==> src/rlm_pkg.sv <==
// package: types, codes and constants shared by the lock manager modules
`timescale 1ns / 1ps
package rlm_pkg;

  localparam int NUM_TX          = 16;
  localparam int TX_W            = 4;
  localparam int KEY_W           = 32;
  localparam int MAX_RESULTS     = 16;
  localparam int CNT_W           = $clog2(MAX_RESULTS + 1);
  localparam int NUM_ROWS_DEF    = 16;
  localparam int QUEUE_DEPTH_DEF = 4;

  typedef enum logic [1:0] {
    MODE_ACQUIRE = 2'd0,
    MODE_RELEASE = 2'd1,
    MODE_BEGIN   = 2'd2,
    MODE_NONE    = 2'd3
  } mode_t;

  typedef enum logic [2:0] {
    ST_GRANTED   = 3'd0,
    ST_HELD      = 3'd1,
    ST_WAITING   = 3'd2,
    ST_DEADLOCK  = 3'd3,
    ST_SHRINKING = 3'd4,
    ST_FULL      = 3'd5,
    ST_RELEASED  = 3'd6,
    ST_BEGUN     = 3'd7
  } status_t;

  typedef struct packed {
    logic [1:0]       mode;
    logic [TX_W-1:0]  tx_id;
    logic [KEY_W-1:0] row_key;
    logic             lock_exclusive;
  } in_item_t;

  typedef struct packed {
    logic [TX_W-1:0]  result_tx;
    logic [KEY_W-1:0] result_key;
    logic [2:0]       status;
    logic             last;
  } out_item_t;

  typedef struct packed {
    logic            valid;
    logic            granted;
    logic            excl;
    logic [TX_W-1:0] tx;
  } slot_t;

  typedef enum logic [4:0] {
    OP_NONE,
    OP_LOAD,
    OP_BEGIN,
    OP_EMIT_IN,
    OP_REL_START,
    OP_LK_START,
    OP_LK_NEXT,
    OP_LK_HIT,
    OP_LK_ALLOC,
    OP_ACQ_GRANT,
    OP_ACQ_BLOCK,
    OP_ACQ_DEAD,
    OP_ACQ_WAIT,
    OP_RL_ROW,
    OP_RC_LOAD,
    OP_RC_NEXT_ROW,
    OP_RC_END_ROW,
    OP_RC_GRANT,
    OP_RC_BLOCK,
    OP_RC_SKIP,
    OP_RC_DEAD,
    OP_FLUSH
  } dp_op_t;

  typedef struct packed {
    dp_op_t  op;
    status_t code;
  } dp_cmd_t;

  typedef struct packed {
    mode_t mode;
    logic  shrink_hit;
    logic  wait_hit;
    logic  tag_hit;
    logic  row_valid;
    logic  row_last;
    logic  alloc_ok;
    logic  held;
    logic  q_full;
    logic  acq_blk_zero;
    logic  slot_end;
    logic  slot_granted;
    logic  rc_blk_zero;
    logic  cap;
    logic  cyc_busy;
    logic  cyc_done;
    logic  cyc_found;
    logic  emit_ok;
    logic  flush_ok;
  } dp_stat_t;

endpackage

==> src/rlm_ram.sv <==
// generic single write port ram with registered read
`timescale 1ns / 1ps
module rlm_ram #(
  parameter int WIDTH = 8,
  parameter int DEPTH = 16
) (
  input  logic                                   clk,
  input  logic                                   we,
  input  logic [(DEPTH > 1 ? $clog2(DEPTH) : 1)-1:0] waddr,
  input  logic [WIDTH-1:0]                       wdata,
  input  logic [(DEPTH > 1 ? $clog2(DEPTH) : 1)-1:0] raddr,
  output logic [WIDTH-1:0]                       rdata
);
  logic [WIDTH-1:0] mem [DEPTH];

  always_ff @(posedge clk) begin
    if (we) begin
      mem[waddr] <= wdata;
    end
    rdata <= mem[raddr];
  end
endmodule

==> src/rlm_dp.sv <==
// datapath: row tables, request queues, waits-for matrix, cycle search, result registers
`timescale 1ns / 1ps
module rlm_dp #(
  parameter int NUM_ROWS    = rlm_pkg::NUM_ROWS_DEF,
  parameter int QUEUE_DEPTH = rlm_pkg::QUEUE_DEPTH_DEF
) (
  input  logic                clk,
  input  logic                rst_n,
  input  rlm_pkg::in_item_t   in_data,
  input  rlm_pkg::dp_cmd_t    cmd,
  output rlm_pkg::dp_stat_t   stat,
  input  logic                out_ready,
  output logic                out_valid,
  output rlm_pkg::out_item_t  out_data
);
  import rlm_pkg::*;

  localparam int RW    = (NUM_ROWS > 1) ? $clog2(NUM_ROWS) : 1;
  localparam int QW    = $clog2(QUEUE_DEPTH);
  localparam int IW    = $clog2(QUEUE_DEPTH + 1);
  localparam int QBITS = QUEUE_DEPTH * $bits(slot_t);

  typedef slot_t [QUEUE_DEPTH-1:0] queue_t;

  in_item_t          item_r;
  logic [RW-1:0]     row_r, sel_r, free_r;
  logic              free_found_r;
  logic [NUM_ROWS-1:0] row_valid_r;
  logic [NUM_TX-1:0] shrink_r;
  logic [NUM_TX-1:0] wm_r [NUM_TX];
  queue_t            q_r;
  logic [KEY_W-1:0]  tag_r;
  logic [IW-1:0]     idx_r;
  logic [CNT_W-1:0]  cnt_r;
  out_item_t         pend_r, out_r;
  logic              pend_v_r, out_v_r;
  logic              cyc_busy_r, cyc_prune_r, cyc_done_r, cyc_found_r;
  logic [NUM_TX-1:0] cyc_s_r;

  logic [KEY_W-1:0]  tag_q;
  logic [QBITS-1:0]  qram_raw;
  queue_t            qram_q, ram_q_eff, q_ins, q_ins_g, rel_q, rm_q, q_wq;
  logic              row_vld_cur, row_last;
  logic [RW-1:0]     alloc_row, row_inc;
  logic              held;
  logic [IW-1:0]     ins_pos, kpos;
  logic              q_full;
  logic [NUM_TX-1:0] acq_blk, rc_blk, reach, keep;
  slot_t             cur;
  logic              slot_end;
  logic              q_we, tag_we;
  logic [RW-1:0]     q_waddr;
  logic              emit_en, out_load;
  out_item_t         emit_item;
  logic              cyc_start;
  logic [TX_W-1:0]   cyc_node;

  assign qram_q      = queue_t'(qram_raw);
  assign row_vld_cur = row_valid_r[row_r];
  assign ram_q_eff   = row_vld_cur ? qram_q : queue_t'('0);
  assign row_last    = (row_r == RW'(NUM_ROWS - 1));
  assign row_inc     = row_last ? '0 : row_r + RW'(1);
  assign alloc_row   = free_found_r ? free_r : row_r;
  assign cur         = q_r[idx_r[QW-1:0]];
  assign slot_end    = (idx_r == IW'(QUEUE_DEPTH)) || !cur.valid;
  assign q_full      = q_r[QUEUE_DEPTH-1].valid;

  // acquire: hold check, insert position and blockers
  always_comb begin
    held    = 1'b0;
    ins_pos = IW'(QUEUE_DEPTH);
    acq_blk = '0;
    for (int j = QUEUE_DEPTH - 1; j >= 0; j--) begin
      if (!q_r[j].valid) begin
        ins_pos = IW'(j);
      end
    end
    for (int j = 0; j < QUEUE_DEPTH; j++) begin
      if (q_r[j].valid && q_r[j].granted && q_r[j].tx == item_r.tx_id &&
          (!item_r.lock_exclusive || q_r[j].excl)) begin
        held = 1'b1;
      end
      if (IW'(j) < ins_pos && q_r[j].valid && q_r[j].granted &&
          (item_r.lock_exclusive || q_r[j].excl) && q_r[j].tx != item_r.tx_id) begin
        acq_blk[q_r[j].tx] = 1'b1;
      end
    end
    q_ins = q_r;
    if (!q_full) begin
      q_ins[ins_pos[QW-1:0]] = '{valid: 1'b1, granted: 1'b0,
                                 excl: item_r.lock_exclusive, tx: item_r.tx_id};
    end
    q_ins_g = q_ins;
    if (!q_full) begin
      q_ins_g[ins_pos[QW-1:0]].granted = 1'b1;
    end
  end

  // recheck: blockers of the current waiter
  always_comb begin
    rc_blk = '0;
    for (int j = 0; j < QUEUE_DEPTH; j++) begin
      if (IW'(j) < idx_r && q_r[j].valid && q_r[j].granted &&
          (cur.excl || q_r[j].excl) && q_r[j].tx != cur.tx) begin
        rc_blk[q_r[j].tx] = 1'b1;
      end
    end
  end

  // release: drop every request of the transaction, keep order
  always_comb begin
    rel_q = '0;
    kpos  = '0;
    for (int j = 0; j < QUEUE_DEPTH; j++) begin
      if (ram_q_eff[j].valid && ram_q_eff[j].tx != item_r.tx_id) begin
        rel_q[kpos[QW-1:0]] = ram_q_eff[j];
        kpos = kpos + IW'(1);
      end
    end
  end

  // remove the current slot
  always_comb begin
    rm_q = '0;
    for (int j = 0; j < QUEUE_DEPTH - 1; j++) begin
      rm_q[j] = (IW'(j) >= idx_r) ? q_r[j+1] : q_r[j];
    end
    if (IW'(QUEUE_DEPTH - 1) < idx_r) begin
      rm_q[QUEUE_DEPTH-1] = q_r[QUEUE_DEPTH-1];
    end
  end

  // cycle search steps
  always_comb begin
    reach = cyc_s_r;
    keep  = '0;
    for (int u = 0; u < NUM_TX; u++) begin
      if (cyc_s_r[u]) begin
        reach = reach | wm_r[u];
        keep[u] = |(wm_r[u] & cyc_s_r);
      end
    end
  end

  // command decode
  always_comb begin
    q_we      = 1'b0;
    q_waddr   = row_r;
    q_wq      = q_r;
    tag_we    = 1'b0;
    emit_en   = 1'b0;
    emit_item = '{result_tx: item_r.tx_id, result_key: item_r.row_key,
                  status: cmd.code, last: 1'b0};
    cyc_start = 1'b0;
    cyc_node  = item_r.tx_id;
    case (cmd.op)
      OP_BEGIN: begin
        emit_en = 1'b1;
        emit_item.result_key = '0;
        emit_item.status     = ST_BEGUN;
      end
      OP_EMIT_IN: emit_en = 1'b1;
      OP_REL_START: begin
        emit_en = 1'b1;
        emit_item.result_key = '0;
        emit_item.status     = ST_RELEASED;
      end
      OP_LK_ALLOC: tag_we = 1'b1;
      OP_ACQ_GRANT: begin
        q_we    = 1'b1;
        q_waddr = sel_r;
        q_wq    = q_ins_g;
        emit_en = 1'b1;
        emit_item.status = ST_GRANTED;
      end
      OP_ACQ_BLOCK: cyc_start = 1'b1;
      OP_ACQ_DEAD: begin
        emit_en = 1'b1;
        emit_item.status = ST_DEADLOCK;
      end
      OP_ACQ_WAIT: begin
        q_we    = 1'b1;
        q_waddr = sel_r;
        emit_en = 1'b1;
        emit_item.status = ST_WAITING;
      end
      OP_RL_ROW: begin
        q_we = row_vld_cur;
        q_wq = rel_q;
      end
      OP_RC_END_ROW: q_we = 1'b1;
      OP_RC_GRANT: begin
        emit_en   = 1'b1;
        emit_item = '{result_tx: cur.tx, result_key: tag_r, status: ST_GRANTED, last: 1'b0};
      end
      OP_RC_BLOCK: begin
        cyc_start = 1'b1;
        cyc_node  = cur.tx;
      end
      OP_RC_DEAD: begin
        emit_en   = 1'b1;
        emit_item = '{result_tx: cur.tx, result_key: tag_r, status: ST_DEADLOCK, last: 1'b0};
      end
      default: ;
    endcase
  end

  assign out_load = (emit_en && pend_v_r) || (cmd.op == OP_FLUSH);

  rlm_ram #(.WIDTH(KEY_W), .DEPTH(NUM_ROWS)) u_tag_ram (
    .clk   (clk),
    .we    (tag_we),
    .waddr (alloc_row),
    .wdata (item_r.row_key),
    .raddr (row_r),
    .rdata (tag_q)
  );

  rlm_ram #(.WIDTH(QBITS), .DEPTH(NUM_ROWS)) u_queue_ram (
    .clk   (clk),
    .we    (q_we),
    .waddr (q_waddr),
    .wdata (QBITS'(q_wq)),
    .raddr (row_r),
    .rdata (qram_raw)
  );

  // payload registers
  always_ff @(posedge clk) begin
    case (cmd.op)
      OP_LOAD: item_r <= in_data;
      OP_LK_NEXT: begin
        if (!row_vld_cur && !free_found_r) begin
          free_r <= row_r;
        end
      end
      OP_LK_HIT: begin
        sel_r <= row_r;
        q_r   <= qram_q;
      end
      OP_LK_ALLOC: begin
        sel_r <= alloc_row;
        q_r   <= '0;
      end
      OP_ACQ_BLOCK: q_r <= q_ins;
      OP_RC_LOAD: begin
        q_r   <= qram_q;
        tag_r <= tag_q;
      end
      OP_RC_GRANT: q_r[idx_r[QW-1:0]].granted <= 1'b1;
      OP_RC_DEAD: q_r <= rm_q;
      default: ;
    endcase
    if (emit_en) begin
      pend_r <= emit_item;
    end
    if (cmd.op == OP_FLUSH) begin
      out_r <= '{result_tx: pend_r.result_tx, result_key: pend_r.result_key,
                 status: pend_r.status, last: 1'b1};
    end else if (out_load) begin
      out_r <= pend_r;
    end
    if (cyc_start) begin
      cyc_s_r <= NUM_TX'(1) << cyc_node;
    end else if (cyc_busy_r) begin
      if (!cyc_prune_r) begin
        cyc_s_r <= reach;
      end else begin
        cyc_s_r <= keep;
      end
    end
  end

  // control state
  always_ff @(posedge clk) begin
    if (!rst_n) begin
      row_r        <= '0;
      free_found_r <= 1'b0;
      row_valid_r  <= '0;
      shrink_r     <= '0;
      for (int u = 0; u < NUM_TX; u++) begin
        wm_r[u] <= '0;
      end
      idx_r        <= '0;
      cnt_r        <= '0;
      pend_v_r     <= 1'b0;
      out_v_r      <= 1'b0;
      cyc_busy_r   <= 1'b0;
      cyc_prune_r  <= 1'b0;
      cyc_done_r   <= 1'b0;
      cyc_found_r  <= 1'b0;
    end else begin
      case (cmd.op)
        OP_LOAD: cnt_r <= '0;
        OP_BEGIN: shrink_r[item_r.tx_id] <= 1'b0;
        OP_REL_START: begin
          shrink_r[item_r.tx_id] <= 1'b1;
          row_r <= '0;
        end
        OP_LK_START: begin
          row_r        <= '0;
          free_found_r <= 1'b0;
        end
        OP_LK_NEXT: begin
          if (!row_vld_cur) begin
            free_found_r <= 1'b1;
          end
          row_r <= row_inc;
        end
        OP_LK_ALLOC: row_valid_r[alloc_row] <= 1'b1;
        OP_ACQ_GRANT: wm_r[item_r.tx_id] <= '0;
        OP_ACQ_BLOCK: wm_r[item_r.tx_id] <= acq_blk;
        OP_ACQ_DEAD: wm_r[item_r.tx_id] <= '0;
        OP_RL_ROW: begin
          if (row_vld_cur) begin
            row_valid_r[row_r] <= rel_q[0].valid;
          end
          if (row_last) begin
            wm_r[item_r.tx_id] <= '0;
          end
          row_r <= row_inc;
        end
        OP_RC_LOAD: idx_r <= '0;
        OP_RC_NEXT_ROW: row_r <= row_inc;
        OP_RC_END_ROW: begin
          row_valid_r[row_r] <= q_r[0].valid;
          row_r <= row_inc;
        end
        OP_RC_GRANT: begin
          wm_r[cur.tx] <= '0;
          idx_r <= idx_r + IW'(1);
        end
        OP_RC_BLOCK: wm_r[cur.tx] <= rc_blk;
        OP_RC_SKIP: idx_r <= idx_r + IW'(1);
        OP_RC_DEAD: wm_r[cur.tx] <= '0;
        default: ;
      endcase

      if (emit_en) begin
        pend_v_r <= 1'b1;
        cnt_r    <= cnt_r + CNT_W'(1);
      end else if (cmd.op == OP_FLUSH) begin
        pend_v_r <= 1'b0;
      end
      if (out_load) begin
        out_v_r <= 1'b1;
      end else if (out_ready) begin
        out_v_r <= 1'b0;
      end

      if (cyc_start) begin
        cyc_busy_r  <= 1'b1;
        cyc_prune_r <= 1'b0;
        cyc_done_r  <= 1'b0;
      end else if (cyc_busy_r) begin
        if (!cyc_prune_r) begin
          if (reach == cyc_s_r) begin
            cyc_prune_r <= 1'b1;
          end
        end else if (keep == cyc_s_r) begin
          cyc_busy_r  <= 1'b0;
          cyc_done_r  <= 1'b1;
          cyc_found_r <= |cyc_s_r;
        end
      end
    end
  end

  assign stat = '{
    mode:         mode_t'(item_r.mode),
    shrink_hit:   shrink_r[item_r.tx_id],
    wait_hit:     |wm_r[item_r.tx_id],
    tag_hit:      row_vld_cur && (tag_q == item_r.row_key),
    row_valid:    row_vld_cur,
    row_last:     row_last,
    alloc_ok:     free_found_r || !row_vld_cur,
    held:         held,
    q_full:       q_full,
    acq_blk_zero: (acq_blk == '0),
    slot_end:     slot_end,
    slot_granted: cur.granted,
    rc_blk_zero:  (rc_blk == '0),
    cap:          (cnt_r >= CNT_W'(MAX_RESULTS)),
    cyc_busy:     cyc_busy_r,
    cyc_done:     cyc_done_r,
    cyc_found:    cyc_found_r,
    emit_ok:      !pend_v_r || !out_v_r || out_ready,
    flush_ok:     !out_v_r || out_ready
  };

  assign out_valid = out_v_r;
  assign out_data  = out_r;
endmodule

==> src/rlm_ctrl.sv <==
// controller: sequences acquire, release, recheck and begin over the datapath
`timescale 1ns / 1ps
module rlm_ctrl (
  input  logic               clk,
  input  logic               rst_n,
  input  logic               in_valid,
  output logic               in_ready,
  input  rlm_pkg::dp_stat_t  stat,
  output rlm_pkg::dp_cmd_t   cmd
);
  import rlm_pkg::*;

  typedef enum logic [3:0] {
    S_IDLE,
    S_DISP,
    S_LK_RD,
    S_LK_CMP,
    S_ACQ,
    S_ACQ_CYC,
    S_RL_RD,
    S_RL_ROW,
    S_RC_RD,
    S_RC_LOAD,
    S_RC_SLOT,
    S_RC_CYC,
    S_FIN
  } state_t;

  state_t state_r, state_nxt;

  always_comb begin
    state_nxt = state_r;
    cmd       = '{op: OP_NONE, code: ST_FULL};
    in_ready  = 1'b0;
    case (state_r)
      S_IDLE: begin
        in_ready = 1'b1;
        if (in_valid) begin
          cmd.op    = OP_LOAD;
          state_nxt = S_DISP;
        end
      end
      S_DISP: begin
        case (stat.mode)
          MODE_ACQUIRE: begin
            if (stat.shrink_hit) begin
              cmd       = '{op: OP_EMIT_IN, code: ST_SHRINKING};
              state_nxt = S_FIN;
            end else if (stat.wait_hit) begin
              cmd       = '{op: OP_EMIT_IN, code: ST_FULL};
              state_nxt = S_FIN;
            end else begin
              cmd.op    = OP_LK_START;
              state_nxt = S_LK_RD;
            end
          end
          MODE_RELEASE: begin
            cmd.op    = OP_REL_START;
            state_nxt = S_RL_RD;
          end
          MODE_BEGIN: begin
            cmd.op    = OP_BEGIN;
            state_nxt = S_FIN;
          end
          default: state_nxt = S_IDLE;
        endcase
      end
      S_LK_RD: state_nxt = S_LK_CMP;
      S_LK_CMP: begin
        if (stat.tag_hit) begin
          cmd.op    = OP_LK_HIT;
          state_nxt = S_ACQ;
        end else if (stat.row_last) begin
          if (stat.alloc_ok) begin
            cmd.op    = OP_LK_ALLOC;
            state_nxt = S_ACQ;
          end else begin
            cmd       = '{op: OP_EMIT_IN, code: ST_FULL};
            state_nxt = S_FIN;
          end
        end else begin
          cmd.op    = OP_LK_NEXT;
          state_nxt = S_LK_RD;
        end
      end
      S_ACQ: begin
        if (stat.held) begin
          cmd       = '{op: OP_EMIT_IN, code: ST_HELD};
          state_nxt = S_FIN;
        end else if (stat.q_full) begin
          cmd       = '{op: OP_EMIT_IN, code: ST_FULL};
          state_nxt = S_FIN;
        end else if (stat.acq_blk_zero) begin
          cmd.op    = OP_ACQ_GRANT;
          state_nxt = S_FIN;
        end else begin
          cmd.op    = OP_ACQ_BLOCK;
          state_nxt = S_ACQ_CYC;
        end
      end
      S_ACQ_CYC: begin
        if (stat.cyc_done) begin
          cmd.op    = stat.cyc_found ? OP_ACQ_DEAD : OP_ACQ_WAIT;
          state_nxt = S_FIN;
        end
      end
      S_RL_RD: state_nxt = S_RL_ROW;
      S_RL_ROW: begin
        cmd.op    = OP_RL_ROW;
        state_nxt = stat.row_last ? S_RC_RD : S_RL_RD;
      end
      S_RC_RD: state_nxt = S_RC_LOAD;
      S_RC_LOAD: begin
        if (stat.row_valid) begin
          cmd.op    = OP_RC_LOAD;
          state_nxt = S_RC_SLOT;
        end else begin
          cmd.op    = OP_RC_NEXT_ROW;
          state_nxt = stat.row_last ? S_FIN : S_RC_RD;
        end
      end
      S_RC_SLOT: begin
        if (stat.slot_end) begin
          cmd.op    = OP_RC_END_ROW;
          state_nxt = stat.row_last ? S_FIN : S_RC_RD;
        end else if (stat.cap) begin
          cmd.op    = OP_RC_END_ROW;
          state_nxt = S_FIN;
        end else if (stat.slot_granted) begin
          cmd.op = OP_RC_SKIP;
        end else if (stat.rc_blk_zero) begin
          if (stat.emit_ok) begin
            cmd.op = OP_RC_GRANT;
          end
        end else begin
          cmd.op    = OP_RC_BLOCK;
          state_nxt = S_RC_CYC;
        end
      end
      S_RC_CYC: begin
        if (stat.cyc_done) begin
          if (!stat.cyc_found) begin
            cmd.op    = OP_RC_SKIP;
            state_nxt = S_RC_SLOT;
          end else if (stat.emit_ok) begin
            cmd.op    = OP_RC_DEAD;
            state_nxt = S_RC_SLOT;
          end
        end
      end
      S_FIN: begin
        if (stat.flush_ok) begin
          cmd.op    = OP_FLUSH;
          state_nxt = S_IDLE;
        end
      end
      default: state_nxt = S_IDLE;
    endcase
  end

  always_ff @(posedge clk) begin
    if (!rst_n) begin
      state_r <= S_IDLE;
    end else begin
      state_r <= state_nxt;
    end
  end
endmodule

==> src/row_lock_manager_deadlock_detect.sv <==
// top level: row lock manager with waits-for deadlock detection
// Input channel in_valid/in_ready/in_data carries one request transaction:
// acquire (row key, shared or exclusive), release of all locks of a
// transaction, or begin. Result channel out_valid/out_ready/out_data returns
// one or more results per request; the final one carries last. Mode 3 gives
// no result.
// One request is worked on at a time; in_ready is high only between requests.
// Acquire: a tag scan with one registered ram read per row, a queue check,
// and when blocked a waits-for cycle search.
// Release: a pass that purges the queues, then a recheck pass over the rows
// that visits each queued request of an occupied row and runs a waits-for
// search for each waiter that is still blocked.
// Results pass through a one-entry pending stage and an output register, so
// a stalled receiver only holds the block when a further result is ready.
// Synchronous reset invalidates all rows and so their queues, and clears the
// waits-for matrix and shrinking flags at once; no clearing pass is needed.
`timescale 1ns / 1ps
module row_lock_manager_deadlock_detect #(
  parameter int NUM_ROWS    = rlm_pkg::NUM_ROWS_DEF,
  parameter int QUEUE_DEPTH = rlm_pkg::QUEUE_DEPTH_DEF
) (
  input  logic               clk,
  input  logic               rst_n,
  input  logic               in_valid,
  output logic               in_ready,
  input  rlm_pkg::in_item_t  in_data,
  output logic               out_valid,
  input  logic               out_ready,
  output rlm_pkg::out_item_t out_data
);
  import rlm_pkg::*;

  dp_cmd_t  cmd;
  dp_stat_t stat;

  rlm_ctrl u_ctrl (
    .clk      (clk),
    .rst_n    (rst_n),
    .in_valid (in_valid),
    .in_ready (in_ready),
    .stat     (stat),
    .cmd      (cmd)
  );

  rlm_dp #(
    .NUM_ROWS    (NUM_ROWS),
    .QUEUE_DEPTH (QUEUE_DEPTH)
  ) u_dp (
    .clk       (clk),
    .rst_n     (rst_n),
    .in_data   (in_data),
    .cmd       (cmd),
    .stat      (stat),
    .out_ready (out_ready),
    .out_valid (out_valid),
    .out_data  (out_data)
  );

  a_one_at_a_time: assert property (@(posedge clk) disable iff (!rst_n)
    in_valid && in_ready |=> !in_ready)
    else $error("second transaction taken while one is in progress");

  a_search_idle: assert property (@(posedge clk) disable iff (!rst_n)
    in_ready |-> !stat.cyc_busy)
    else $error("cycle search still running between transactions");

  a_zero_key: assert property (@(posedge clk) disable iff (!rst_n)
    out_valid && (out_data.status == ST_RELEASED || out_data.status == ST_BEGUN)
      |-> out_data.result_key == '0)
    else $error("release or begin result with non-zero key");
endmodule
==> config.mk <==
export PLATFORM = sky130hd
export DESIGN_NAME = row_lock_manager_deadlock_detect
export DESIGN_NICKNAME = d
export VERILOG_FILES = /design/src/rlm_pkg.sv /design/src/rlm_ram.sv /design/src/rlm_dp.sv /design/src/rlm_ctrl.sv /design/src/row_lock_manager_deadlock_detect.sv
export SDC_FILE = /design/constraint.sdc
export NUM_CORES = 2
export LEC_CHECK = 0
export BUFFER_PORTS_ARGS = -buffer_cell sky130_fd_sc_hd__buf_4
export CELL_PAD_IN_SITES_DETAIL_PLACEMENT = 1
export CELL_PAD_IN_SITES_GLOBAL_PLACEMENT = 1
export CORE_MARGIN = 2
export CORE_UTILIZATION = 45
export DETAILED_ROUTE_END_ITERATION = 10
export HOLD_SLACK_MARGIN = 0.15
export PLACE_DENSITY = 0.71
export SLEW_MARGIN = 40
export SYNTH_ARGS = -nofsm -noshare
export SYNTH_HDL_FRONTEND = slang
export SYNTH_SLANG_ARGS = --single-unit
==> constraint.sdc <==
create_clock -name clk -period 5.8 [get_ports clk]
set_clock_uncertainty 0.1 [all_clocks]
set_input_delay 0.87 -clock clk [delete_from_list [all_inputs] [get_ports clk]]
set_output_delay 0.87 -clock clk [all_outputs]
set_load 0.03 [all_outputs]
==> impl_metrics.toml <==
[status]
status = "finished, final reports clean"

[cells_and_area]
finalCoreUtilization_pct = 52.8
drive_above_1_share_pct = 23.0
finalNetCount = 4670
area_growth_pct = 16.4
regArea_um2 = 45000
multiInputGateArea_um2 = 21100
antenna_cells = 0
fill_cells = 13900

[timing]
setup_viol = 0
hold_violations = 0
max_freq_ghz = 0.178
period_share_pct = 96.8
fin_crit_ns = 5.61
max_slew_margin_pct = 35.0
rsz0062_at_grt = "false"
drv_slew = 0
tightest_slew_ns = 0.971
setup_tns_ns = 0

[clock_tree]
cts_sinks = 1537
clk_path_buf_depth = 3
cts_setup_buffers = 0
insertion_delay_ns = 0.84
ctsHtreeMaxLevel = 4
path_clk_slew_ns = 0.07
root_buffer = "clkbuf_16"
cts_tree = "built"
cts_buffers = 161

[die]
core_um2 = 148000
start_util_pct = 45.4
row_count = 141
die-area_um2 = 152000
pin_count = 85
fp.dieW_um = 390
die_h_um = 390

[synth]
yosysSeqAreaShare_pct = 66.9
synth_warnings = 0
synthCells = 4333
synth_async_sr_flop_share_pct = 0
avgSynthCellArea_um2 = 15.5
netlist_area_um2 = 67200
ys_types = 99
synth_edf_count = 1417
dominantRegCellSynth = "edfxtp_1"
synth_seq_cells = 1537

[routing]
firstDrtPassIters = 6
final_antenna_net_count = 0
vias = 44700
wl_um = 225000
drc = 0
wl_per_cell_um = 33.7
avgViaCountPerCell = 6.69
drt-initial-drc-count = 5779

[grt]
grt_pass1_wl_um = 325000
grt_max_degree = 80
gr-usage-all-layers_pct = 29.3
grt_overflow_total = 0
grt_pass1_vias = 45600
antenna_found_initial = 3

[power_and_ir_drop]
net-switching-power_mw = 9.91
p_sw_share_pct = 30.9
p_seq_share_pct = 46.4
clockPowerShare_pct = 32.5
p_int_mw = 22.2
ir_worst_vdd_mv = 0.332
p_comb_share_pct = 21.1
power_density_nw_per_um2 = 410
p_leak_nw = 24.9

[setup_path]
critPathSlowestCell = "edfxtp_1"
crit_path_max_fanout = 13
crit_chain = "xnor2_1 -> a41oi_1 -> a221oi_2 -> nor3_1 -> a22oi_1 -> o221ai_1 -> nor4_1 -> and4_1 -> o221a_2 -> a21oi_1 -> buf_4 -> nor2b_1 -> a32oi_1 -> buf_2 -> nor2_4 -> buf_4"
cp-start-kind = "flip-flop"
arrival_ns = 6.03
worstSetupEndpointType = "flip-flop"
crit_type = "reg -> reg"
cp_common_cell = "buf_4"
required_ns = 6.22
max_stage_delay_ns = 0.81

[min_path]
min_path_type = "in -> reg"

[place]
place.gp.congestion = 0.998
port-buffer-count = 84
dpl.hpwl_um = 147000

[run]
cap_violations = 0
## power groups by stage
stage	registers (mW)	clock network (mW)	logic (mW)
after floorplan	14.6	0	3.93
after global placement	15.0	0	6.44
after detailed placement	15.0	0	6.64
after CTS	14.8	10.5	6.70
after global routing	14.9	10.9	7.17
final	14.9	10.4	6.76
## layer usage
| metal | GRT usage, % | up-vias | wire, µm | share of wire, % |
|---|---|---|---|---|
| met5 | 0 | - | 0 | 0 |
| met4 | 12.3 | 0 | 10200 | 4.5 |
| met3 | 5.48 | 572 | 19900 | 8.8 |
| met2 | 46.4 | 2609 | 106000 | 47 |
| met1 | 39.8 | 23300 | 89100 | 40 |
| li1 | - | 18300 | - | - |
## final cells by class
type	instances	area share, %
inverters	42	0.208
repair buffers	435	5.38
clock buffers	213	5.59
well taps	1930	3.09
multi-input cells	2435	27.0
flip-flops and latches	1537	57.5
clock inverters	90	1.27
## Yosys cell counts (10+ instances only)
master | number | area (µm²)
a22oi_1 | 203 | 1520
dfxtp_1 | 120 | 2400
clkbuf_1 | 188 | 706
nor2_1 | 191 | 717
mux2i_1 | 18 | 180
and3_1 | 67 | 419
edfxtp_1 | 1417 | 42600
nand4_1 | 70 | 438
a221oi_1 | 45 | 394
nand2_1 | 218 | 818
mux4_2 | 315 | 7090
a32o_1 | 16 | 160
a221o_1 | 35 | 350
nor4b_1 | 10 | 87.6
buf_1 | 66 | 248
o21a_1 | 10 | 75.1
nor4_1 | 71 | 444
o221ai_1 | 28 | 245
nor3b_1 | 25 | 188
a32oi_1 | 22 | 193
o21ai_0 | 71 | 355
a311oi_1 | 15 | 131
o211ai_1 | 13 | 97.6
or3_1 | 13 | 81.3
xnor2_1 | 76 | 666
nor3_1 | 237 | 1190
nand3_1 | 90 | 450
or2_2 | 12 | 75.1
a31oi_1 | 29 | 181
nand2b_1 | 24 | 150
nor2b_1 | 24 | 150
o22ai_1 | 27 | 169
and2_1 | 57 | 357
a21oi_1 | 105 | 526
ha_1 | 15 | 188
a22o_1 | 84 | 736
o21ai_1 | 25 | 125
inv_1 | 36 | 135
buf_2 | 42 | 210
buf_4 | 28 | 210
buf_6 | 10 | 113
## what timing repair did
item / 4_1_cts / 5_1_grt
hold buffers: 33 / 0
endpoints found under the setup margin: 0 / 112
gates resized for setup: 0 / 4
hold endpoints to repair: 33 / 0
## worst paths after layout
check                                   from  slack [ns]  depth (start not counted)                                     to
max                    u_dp.q_r[8]$_DFFE_PP_        0.19                         16  u_dp.u_queue_ram.mem[3][19]$_DFFE_PP_
min reg2reg  u_dp.u_tag_ram.rdata[4]$_DFF_P_        0.36                          0                u_dp.tag_r[4]$_DFFE_PP_
min                              in_data[36]        0.19                          1              u_dp.item_r[36]$_DFFE_PN_
max reg2reg            u_dp.q_r[8]$_DFFE_PP_        0.19                         16  u_dp.u_queue_ram.mem[3][19]$_DFFE_PP_
## through the flow
| step | setup slack [ns] | hold slack, ns | area [µm²] | power [mW] | std cells |
|---|---|---|---|---|---|
| CTS | 0.229 | 0.156 | 78200 | 32.1 | 6681 |
| floorplan | 0.775 | 0.329 | 67200 | 18.5 | 4348 |
| global route | 0.0225 | 0.173 | 78200 | 33.0 | 6682 |
| finish | 0.188 | 0.194 | 78200 | 32.1 | 6682 |
| global placement | 0.316 | 0.330 | 72300 | 21.4 | 6337 |
| detailed placement | 0.280 | 0.340 | 72500 | 21.7 | 6345 |
## registers in the layout, indices dropped and copies added (netlist names), 4 cells and up, named ones only
signal                  count
u_dp.free_r                 4
u_dp.cnt_r                  5
u_dp.q_r                   27
u_dp.u_tag_ram.mem        512
u_dp.out_data              40
u_dp.pend_r                39
u_dp.u_queue_ram.mem      448
u_ctrl.state_r              4
u_dp.sel_r                  4
u_dp.row_valid_r           16
u_dp.u_tag_ram.rdata       32
u_dp.tag_r                 32
u_dp.item_r                37
u_dp.wm_r                 256
u_dp.u_queue_ram.rdata     28
u_dp.cyc_s_r               16
u_dp.row_r                  4
## logic make-up (layout without fill, tap and decap cells)
| logic type | Yosys count | count (layout) | share of synthesized area, % |
|---|---|---|---|
| buffers and inverters | 376 | 780 | 2.45 |
| AO/OA/AOI/OAI | 833 | 833 | 9.50 |
| other | 1 | 16 | 0.00558 |
| XOR/XNOR | 85 | 85 | 1.11 |
| flip-flops | 1537 | 1537 | 66.9 |
| multiplexers | 342 | 342 | 11.0 |
| AND/OR/NAND/NOR | 1144 | 1144 | 8.77 |
| adder cells (fa/ha/maj) | 15 | 15 | 0.279 |
## worst max-delay path, delay by kind of cell, from the launching register on
kind            cells  cell delay, ns
simple gates        5            1.63
buf+inv             3            0.77
compound gates      7            1.77
xor+xnor            1            0.22
flops               1            0.81
## layout by cell type (no fill, tap or decap), types with 67 or more instances in the layout
cell type | Yosys | final
nor3_1 | 237 | 229
a22o_1 | 84 | 84
mux4_2 | 315 | 315
xnor2_1 | 76 | 74
nand3_1 | 90 | 90
nor2_1 | 191 | 153
edfxtp_1 | 1417 | 1417
nand4_1 | 70 | 70
and3_1 | 67 | 67
nor4_1 | 71 | 70
dfxtp_1 | 120 | 115
buf_4 | 28 | 323
nand2_1 | 218 | 218
a22oi_1 | 203 | 203
o21ai_0 | 71 | 67
a21oi_1 | 105 | 102
clkbuf_16 | 0 | 163
(Power assumes the default switching activity.)
